===== src/rtl/programmable_fsm_engine_assert.svh =====
// Assertion macros for the programmable state machine engine.
// Depends on a clock named i_clk and an active-low reset named i_rst_n in the using module.
`ifndef PROGRAMMABLE_FSM_ENGINE_ASSERT_SVH
`define PROGRAMMABLE_FSM_ENGINE_ASSERT_SVH

// Check an implication within the same clock edge, outside reset
`define PFSM_ASSERT_NOW(label, ante, cons, msg) \
    label: assert property (@(posedge i_clk) disable iff (!i_rst_n) \
        (ante) |-> (cons)) else $error(msg);

// Check an implication at the following clock edge, outside reset
`define PFSM_ASSERT_NEXT(label, ante, cons, msg) \
    label: assert property (@(posedge i_clk) disable iff (!i_rst_n) \
        (ante) |=> (cons)) else $error(msg);

`endif


===== src/rtl/pfsm_pkg.sv =====
// Package for the programmable state machine engine.
// Holds request/result structs, command and status codes and default sizes; no dependencies.
`timescale 1ns / 1ps
`default_nettype none

package pfsm_pkg;

    // Default table sizes
    localparam int NUM_STATES_DEF = 16;
    localparam int NUM_EVENTS_DEF = 16;

    // Width of every state and event field
    localparam int FIELD_W = 4;

    // Command codes
    localparam logic [1:0] MODE_DEFINE = 2'd0;
    localparam logic [1:0] MODE_ADD    = 2'd1;
    localparam logic [1:0] MODE_START  = 2'd2;
    localparam logic [1:0] MODE_FEED   = 2'd3;

    // Status codes
    localparam logic [1:0] STATUS_OK          = 2'd0;
    localparam logic [1:0] STATUS_UNDEF       = 2'd1;
    localparam logic [1:0] STATUS_STARTED     = 2'd2;
    localparam logic [1:0] STATUS_NOT_STARTED = 2'd3;

    typedef struct packed {
        logic [1:0]         mode;
        logic [FIELD_W-1:0] state_id;
        logic [FIELD_W-1:0] event_code;
        logic [FIELD_W-1:0] target_state;
    } t_in_req;

    typedef struct packed {
        logic [1:0]         status;
        logic               report_valid;
        logic [FIELD_W-1:0] previous_state;
        logic [FIELD_W-1:0] current_state;
        logic [FIELD_W-1:0] event_echo;
        logic               started;
    } t_out_rsp;

endpackage

`default_nettype wire


===== src/rtl/pfsm_ram.sv =====
// Generic single-write, single-read RAM with registered, read-first output.
// No dependencies.
`timescale 1ns / 1ps
`default_nettype none

module pfsm_ram #(
    parameter int WIDTH = 4,
    parameter int DEPTH = 256
) (
    input  wire logic                     i_clk,
    input  wire logic                     i_wr_en,
    input  wire logic [$clog2(DEPTH)-1:0] i_wr_addr,
    input  wire logic [WIDTH-1:0]         i_wr_data,
    input  wire logic                     i_rd_en,
    input  wire logic [$clog2(DEPTH)-1:0] i_rd_addr,
    output logic      [WIDTH-1:0]         o_rd_data
);

    logic [WIDTH-1:0] r_mem [DEPTH];
    logic [WIDTH-1:0] r_rd_data;

    // Write port and registered read port; read returns the old word on a collision
    always_ff @(posedge i_clk) begin
        if (i_wr_en) begin
            r_mem[i_wr_addr] <= i_wr_data;
        end
        if (i_rd_en) begin
            r_rd_data <= r_mem[i_rd_addr];
        end
    end

    assign o_rd_data = r_rd_data;

endmodule

`default_nettype wire


===== src/rtl/programmable_fsm_engine.sv =====
// Programmable table-driven state machine: command register, transition RAM, result register.
// Depends on pfsm_pkg, pfsm_ram and programmable_fsm_engine_assert.svh.
//
// Usage:
//   Input channel (i_in_valid / o_in_ready / i_in_req) takes one command request per
//   accepted cycle: define a state, add a transition, start, or feed an event.
//   Output channel (o_out_valid / i_out_ready / o_out_rsp) gives exactly one result per
//   request, in request order: status, step report and the present state.
//   A request accepted into the command register executes there, and its result is
//   written into the output register once the output register is free.
//   Throughput: one request per cycle, sustained while results are taken. The transition
//   RAM is read at the edge that accepts a request, addressed by the state that the
//   request ahead of it leaves, so a feed sees its target as the command register executes.
//   Stall: while the receiver holds i_out_ready low with a result waiting, the command
//   register holds its request and o_in_ready drops once both stages are full.
//   Reset (synchronous, active low) clears the defined-state mask, every transition valid
//   bit, the running flag and the present state; the RAM contents need no clearing, as an
//   entry is only used once its valid bit is set.
`timescale 1ns / 1ps
`default_nettype none
`include "programmable_fsm_engine_assert.svh"

module programmable_fsm_engine #(
    parameter int NUM_STATES = pfsm_pkg::NUM_STATES_DEF,
    parameter int NUM_EVENTS = pfsm_pkg::NUM_EVENTS_DEF
) (
    input  wire logic               i_clk,
    input  wire logic               i_rst_n,
    input  wire logic               i_in_valid,
    output logic                    o_in_ready,
    input  wire pfsm_pkg::t_in_req  i_in_req,
    output logic                    o_out_valid,
    input  wire logic               i_out_ready,
    output pfsm_pkg::t_out_rsp      o_out_rsp
);

    import pfsm_pkg::*;

    localparam int SW    = $clog2(NUM_STATES);
    localparam int EW    = $clog2(NUM_EVENTS);
    localparam int AW    = SW + EW;
    localparam int DEPTH = 2 ** AW;

    // Narrow a field to a state row index
    function automatic logic [SW-1:0] st_idx(input logic [FIELD_W-1:0] f);
        logic [SW+FIELD_W-1:0] w;
        w = {{SW{1'b0}}, f};
        return w[SW-1:0];
    endfunction

    // Narrow a field to an event column index
    function automatic logic [EW-1:0] ev_idx(input logic [FIELD_W-1:0] f);
        logic [EW+FIELD_W-1:0] w;
        w = {{EW{1'b0}}, f};
        return w[EW-1:0];
    endfunction

    function automatic logic st_in_range(input logic [FIELD_W-1:0] f);
        return {{(32-FIELD_W){1'b0}}, f} < 32'(NUM_STATES);
    endfunction

    function automatic logic ev_in_range(input logic [FIELD_W-1:0] f);
        return {{(32-FIELD_W){1'b0}}, f} < 32'(NUM_EVENTS);
    endfunction

    // Command register
    logic               r_s1_valid;
    t_in_req            r_s1_req;
    logic               r_byp_hit;
    logic [FIELD_W-1:0] r_byp_data;

    // Result register
    logic               r_out_valid;
    t_out_rsp           r_out_rsp;

    // Machine state
    logic [NUM_STATES-1:0] r_defined;
    logic [NUM_EVENTS-1:0] r_entry_valid [NUM_STATES];
    logic [FIELD_W-1:0]    r_present;
    logic                  r_running;

    // Handshake
    logic out_free;
    logic s1_adv;
    logic in_accept;

    // Execute stage
    logic               sid_ok;
    logic               tgt_ok;
    logic               ev_ok;
    logic               entry_hit;
    logic               present_defined;
    logic [FIELD_W-1:0] lookup_tgt;
    logic [FIELD_W-1:0] n_present;
    logic               n_running;
    logic               def_wr;
    logic               add_wr;
    t_out_rsp           rsp;

    // RAM ports
    logic               ram_wr_en;
    logic [AW-1:0]      ram_wr_addr;
    logic [AW-1:0]      ram_rd_addr;
    logic [FIELD_W-1:0] ram_rd_data;
    logic [FIELD_W-1:0] rd_state;
    logic               n_byp_hit;

    // Advance the command register when the result register frees up
    assign out_free   = !r_out_valid || i_out_ready;
    assign s1_adv     = r_s1_valid && out_free;
    assign o_in_ready = !r_s1_valid || out_free;
    assign in_accept  = i_in_valid && o_in_ready;

    assign lookup_tgt = r_byp_hit ? r_byp_data : ram_rd_data;

    assign present_defined = st_in_range(r_present) && r_defined[st_idx(r_present)];

    // Execute the held request against the current machine state
    always_comb begin
        sid_ok    = st_in_range(r_s1_req.state_id) && r_defined[st_idx(r_s1_req.state_id)];
        tgt_ok    = st_in_range(r_s1_req.target_state)
                    && r_defined[st_idx(r_s1_req.target_state)];
        ev_ok     = ev_in_range(r_s1_req.event_code);
        entry_hit = st_in_range(r_present) && ev_ok
                    && r_entry_valid[st_idx(r_present)][ev_idx(r_s1_req.event_code)];

        n_present = r_present;
        n_running = r_running;
        def_wr    = 1'b0;
        add_wr    = 1'b0;

        rsp                = '0;
        rsp.status         = STATUS_OK;

        case (r_s1_req.mode)
            MODE_DEFINE: begin
                if (st_in_range(r_s1_req.state_id)) begin
                    def_wr = 1'b1;
                end else begin
                    rsp.status = STATUS_UNDEF;
                end
            end
            MODE_ADD: begin
                if (!sid_ok || !tgt_ok || !ev_ok) begin
                    rsp.status = STATUS_UNDEF;
                end else begin
                    add_wr = 1'b1;
                end
            end
            MODE_START: begin
                if (r_running) begin
                    rsp.status = STATUS_STARTED;
                end else if (!sid_ok) begin
                    rsp.status = STATUS_UNDEF;
                end else begin
                    n_running = 1'b1;
                    n_present = r_s1_req.state_id;
                end
            end
            MODE_FEED: begin
                if (!r_running) begin
                    rsp.status = STATUS_NOT_STARTED;
                end else begin
                    rsp.report_valid   = 1'b1;
                    rsp.previous_state = r_present;
                    rsp.event_echo     = r_s1_req.event_code;
                    if (entry_hit) begin
                        n_present = lookup_tgt;
                    end
                end
            end
            default: begin
                rsp.status = STATUS_OK;
            end
        endcase

        rsp.current_state = n_running ? n_present : '0;
        rsp.started       = n_running;
    end

    // Write the transition target; read the next request's entry at the accepting edge
    assign ram_wr_en   = s1_adv && add_wr;
    assign ram_wr_addr = {st_idx(r_s1_req.state_id), ev_idx(r_s1_req.event_code)};
    assign rd_state    = s1_adv ? n_present : r_present;
    assign ram_rd_addr = {st_idx(rd_state), ev_idx(i_in_req.event_code)};
    assign n_byp_hit   = ram_wr_en && (ram_wr_addr == ram_rd_addr);

    pfsm_ram #(
        .WIDTH (FIELD_W),
        .DEPTH (DEPTH)
    ) u_target_ram (
        .i_clk     (i_clk),
        .i_wr_en   (ram_wr_en),
        .i_wr_addr (ram_wr_addr),
        .i_wr_data (r_s1_req.target_state),
        .i_rd_en   (in_accept),
        .i_rd_addr (ram_rd_addr),
        .o_rd_data (ram_rd_data)
    );

    // Control state: stage valids, defined mask, valid bits, present state
    always_ff @(posedge i_clk) begin
        if (!i_rst_n) begin
            r_s1_valid    <= 1'b0;
            r_out_valid   <= 1'b0;
            r_defined     <= '0;
            r_entry_valid <= '{default: '0};
            r_present     <= '0;
            r_running     <= 1'b0;
        end else begin
            if (o_in_ready) begin
                r_s1_valid <= i_in_valid;
            end
            if (out_free) begin
                r_out_valid <= r_s1_valid;
            end
            if (s1_adv) begin
                r_present <= n_present;
                r_running <= n_running;
                if (def_wr) begin
                    r_defined[st_idx(r_s1_req.state_id)]     <= 1'b1;
                    r_entry_valid[st_idx(r_s1_req.state_id)] <= '0;
                end
                if (add_wr) begin
                    r_entry_valid[st_idx(r_s1_req.state_id)][ev_idx(r_s1_req.event_code)]
                        <= 1'b1;
                end
            end
        end
    end

    // Payload: hold the request and bypass data until the request advances
    always_ff @(posedge i_clk) begin
        if (in_accept) begin
            r_s1_req   <= i_in_req;
            r_byp_hit  <= n_byp_hit;
            r_byp_data <= r_s1_req.target_state;
        end
        if (s1_adv) begin
            r_out_rsp <= rsp;
        end
    end

    assign o_out_valid = r_out_valid;
    assign o_out_rsp   = r_out_rsp;

    // Once started, the machine stays started
    `PFSM_ASSERT_NEXT(a_running_sticky, r_running, r_running, "running flag dropped")

    // A running machine always sits in a defined state
    `PFSM_ASSERT_NOW(a_present_defined, r_running, present_defined,
        "present state is not defined")

    // A step report only accompanies a good status on a started machine
    `PFSM_ASSERT_NOW(a_report_ok, o_out_valid && o_out_rsp.report_valid,
        o_out_rsp.status == STATUS_OK && o_out_rsp.started, "report with bad status")

    // A successful start leaves the machine running
    `PFSM_ASSERT_NEXT(a_start_runs,
        s1_adv && r_s1_req.mode == MODE_START && rsp.status == STATUS_OK, r_running,
        "start did not take effect")

endmodule

`default_nettype wire


===== config.mk =====
export PLATFORM = sky130hd
export DESIGN_NAME = programmable_fsm_engine
export DESIGN_NICKNAME = d
export VERILOG_FILES = /design/src/rtl/pfsm_pkg.sv /design/src/rtl/pfsm_ram.sv /design/src/rtl/programmable_fsm_engine.sv
export VERILOG_INCLUDE_DIRS = /design/src /design/src/rtl
export SDC_FILE = /design/constraint.sdc
export NUM_CORES = 1
export LEC_CHECK = 0
export BUFFER_PORTS_ARGS = -buffer_cell sky130_fd_sc_hd__buf_2
export CORE_MARGIN = 5
export CORE_UTILIZATION = 45
export CTS_BUF_LIST = sky130_fd_sc_hd__clkbuf_4 sky130_fd_sc_hd__clkbuf_8
export CTS_CLUSTER_DIAMETER = 60
export DETAILED_ROUTE_END_ITERATION = 16
export PLACE_DENSITY_LB_ADDON = 0.2
export SETUP_SLACK_MARGIN = 0.5
export SLEW_MARGIN = 20
export SYNTH_ARGS = -nofsm -noshare
export SYNTH_HDL_FRONTEND = slang
export SYNTH_SLANG_ARGS = --single-unit
export TNS_END_PERCENT = 30

===== constraint.sdc =====
create_clock -name i_clk -period 7.9 [get_ports i_clk]
set_input_delay 0 -clock i_clk [delete_from_list [all_inputs] [get_ports i_clk]]
set_output_delay 0 -clock i_clk [all_outputs]
set_load 0.01 [all_outputs]

==> metrics.md <==
| Metric | Value |
|---|---|
| ANT nets after route | `0` |
| Largest net degree at the start of global routing | `200` |
| Count leader, synth | `edfxtp_1` |
| Yosys reg bits | `1342` |
| Hold Path Origin | `i_in_req[4]` |
| Hold Vio Cnt, Final | `0` |
| Simple-Gate Fraction of Synth Area | `6.42%` |
| Drt wl/cell | `29.7 um` |
| Post-CTS Hold Fix Bufs | `28` |
| Gates resized, CTS repair | `0` |
| Worst-Skew Late Latency | `0.89 ns` |
| Fmax | `163 MHz` |
| Count of different cell masters after synthesis | `62` |
| CTS buffer count | `211` |
| Max clock buf depth | `3` |
| Share of synthesized registers carrying an async set or reset | `0%` |
| Total setup buffers inserted after CTS | `0` |
| Routed WL | `146000 um` |
| GRT overflow | `0` |
| Worst Reg2Reg Path Length in Cells | `15` |
| EDFF count, synth | `1063` |
| Vias in the first global route | `29900` |
| Status | `finished clean` |
| Worst EP arrival | `6.74 ns` |
| Critical Path Sink Type | `register` |
| Met3 Wirelength | `12100 um` |
| Final Max Slew Viols | `0` |
| Worst reg2reg path endpoint | `u_target_ram.o_rd_data[2]$_DFFE_PP_` |
| CTS clk-pin slew, worst paths | `0.06 ns` |
| Synth top area cells | `edfxtp_1 (60%), mux4_2 (16%), dfxtp_1 (10%)` |
| DR vias | `29600` |
| Post-route design area | `0.0599 sq mm` |
| HP Class | `in -> reg` |
| CP startpoint kind | `register` |
| Actual transition at the worst max-transition pin | `1.13 ns` |
| Setup Crit Path Kind | `reg -> reg` |
| Max VDD drop | `159 uV` |
| Top-Level Pins | `36` |
| Synth top area share | `59.6%` |
| Part of the power in registers | `53.2%` |
| Post-synth top flop | `edfxtp_1` |
| Initial DRC count | `3613` |
| FF-to-FF Start | `r_present[0]$_SDFF_PN0_` |
| RSZ-0062 raised after global routing | `false` |
| First-pass GRT wire length | `214000 um` |
| Met1 wire length | `61400 um` |
| Hold path depth | `2` |
| Main combinational cell family by area after synthesis | `multiplexers` |
| Pre-CTS setup slack | `1.83 ns` |
| DRC | `0` |
| Port bufs | `35` |
| Switching Share | `21.6%` |
| Placed inst area | `0.0551 sq mm` |
| Final Setup Violations | `0` |
| Mapped Area | `0.0535 sq mm` |
| Leak pwr | `0.0188 uW` |
| Total Power | `14400 uW` |
| Post-synthesis sequential area ratio | `70.0%` |
| Reg2reg setup slack | `1.77 ns` |
| Comb pwr share | `4.0%` |
| H-tree Lvls | `4` |
| Row count | `126` |
| # Max-Cap Violations | `0` |
| Pre-antenna DRT Iters | `6` |
| Crit-path cells | `buf_4 -> mux4_2 -> a22oi_1 -> a21oi_1 -> o21a_1 -> a211oi_2 -> and2_4 -> o32ai_2 -> a21oi_4 -> buf_4 -> nor2b_1 -> a211oi_1 -> a21oi_1 -> a211oi_1 -> o32ai_1` |
| Post-synthesis xor/xnor area fraction | `0.147%` |
| Post-synthesis mux area share | `17.0%` |
| Vias per cell | `6.00` |
| Minimum clock period | `6.13 ns` |
| Final nets | `3227` |
| Dominant cell type by area after synthesis | `edfxtp_1` |
| Setup WS post-layout | `1.77 ns` |
| Critical Path Start | `r_present[0]$_SDFF_PN0_` |
| Hold endpoint | `r_s1_req[4]$_DFFE_PP_` |
| Post-synth top cells | `edfxtp_1 (1063), mux4_2 (374), dfxtp_1 (279)` |
| Area of the die | `0.126 sq mm` |
| Compound-Gate Fraction of Synth Area | `4.42%` |
| Slowest-stage cell, CP | `dfxtp_4` |
| Clock power frac | `42.8%` |
| Worst stage delay on the critical path | `0.97 ns` |
| Pwr/cell area | `240 mW/mm^2` |
| Clock sink count | `1342` |
| HPWL Detailed | `97900 um` |
| Cells after synthesis | `3099` |
| Effective utilization at floorplan | `45.3%` |
| WL met2 | `67900 um` |
| Clock root buffer | `clkbuf_8` |
| NetSw | `3100 uW` |
| Syn nets | `3117` |
| CTS tree | `done` |
| Initial antenna violation count | `5` |
| Final TNS setup | `0 ns` |
| Internal | `11300 uW` |
| Die Y | `355 um` |
| Crit Path Max Fanout | `49` |
| Final period util | `77.6%` |
| Share of cells above drive strength 1 | `25.1%` |
| Global placement routability congestion | `0.934` |
| Avg Cell Area, Syn | `17.3 sq um` |
| Worst path required time | `8.50 ns` |
| Core footprint | `0.118 sq mm` |
| Worst Skew | `0.0443 ns` |
| Area share of fa/ha/maj cells after synthesis | `0%` |
| Synthesis-to-finish area growth | `11.9%` |
| Headroom to the max-slew limit | `24.5%` |
| Highest routed layer | `met5` |
| Synth warnings | `0` |
| Tot GR Track Use | `23.3%` |
| Die width | `355 um` |
-- cells in the final DEF (no fill, tap or decap), types with 24 or more instances in the layout --
master,instances
a21oi_1,264
buf_2,30
buf_4,36
clkbuf_4,89
clkbuf_8,238
clkinv_1,26
dfxtp_1,277
dlygate4sd3_1,28
edfxtp_1,1063
inv_1,24
mux2i_1,50
mux4_2,374
nand2_1,51
nand3_1,26
nor2_1,274
nor2b_1,277
-- flip-flops by register name, indices dropped and copies added, names as in the netlist --
name / cells
u_target_ram.r_mem: 1024
r_defined: 16
r_running: 1
r_s1_req: 14
r_entry_valid: 256
r_byp_data: 4
r_byp_hit: 1
r_s1_valid: 1
o_out_valid: 1
o_out_rsp: 16
u_target_ram.o_rd_data: 4
r_present: 4
-- cells by family (layout without fill, tap and decap cells) --
family | Yosys count | in the layout
simple gates | 684 | 684
buf+inv | 230 | 523
other cells | 0 | 2
mux | 439 | 439
flops | 1342 | 1342
xor+xnor | 9 | 9
compound gates | 395 | 395
-- layout make-up --
class                   count  area (sq um)
multi-input cells        1527         15000
inverters                  24          90.1
flip-flops and latches   1342         37500
diodes                      2          5.00
clock inverters            69           577
fillers                  9552         58200
repair buffers            103           862
well taps                1536          1920
clock buffers             327          3940
-- worst max path at each step --
stage	endpoint	slack [ns]	cells after the start
2_1_floorplan	u_target_ram.r_mem[220][0]$_DFFE_PP_	1.82	8
3_3_place_gp	u_target_ram.o_rd_data[2]$_DFFE_PP_	2.00	15
3_5_place_dp	u_target_ram.o_rd_data[2]$_DFFE_PP_	1.83	15
4_1_cts	u_target_ram.o_rd_data[2]$_DFFE_PP_	1.83	15
5_1_grt	u_target_ram.o_rd_data[2]$_DFFE_PP_	1.32	15
6_report	u_target_ram.o_rd_data[2]$_DFFE_PP_	1.77	15
-- stage by stage --
stage          std cells  hold slack (ns)  util [%]
2_1_floorplan       3099           0.0989         -
3_3_place_gp        4504            0.181      46.7
3_5_place_dp        4504            0.179      46.7
4_1_cts             4928            0.112      50.7
5_1_grt             4929            0.163      50.8
6_report            4930            0.206      50.8
-- power by group through the flow --
stage	Combinational (uW)	Sequential, uW	Clock, uW
after global placement	558	7800	0
after CTS	579	7650	6270
final	572	7650	6160
after detailed placement	567	7800	0
after floorplan	332	7840	0
after global routing	608	7640	6630
-- metal layers --
metal  vias to the layer above  GRT usage, %
met2                      1416          35.8
met3                       280          4.70
met1                     15500          33.5
li1                      12400             -
met5                         -             0
met4                         2          7.99
-- critical path, delay by kind of cell (launching register included) --
| kind | cells | cell delay, ns |
|---|---|---|
| AND/OR/NAND/NOR | 2 | 0.34 |
| flip-flops | 1 | 0.97 |
| AO/OA/AOI/OAI | 10 | 2.89 |
| multiplexers | 1 | 0.56 |
| buffers and inverters | 2 | 0.98 |
(Power assumes the default switching activity.)
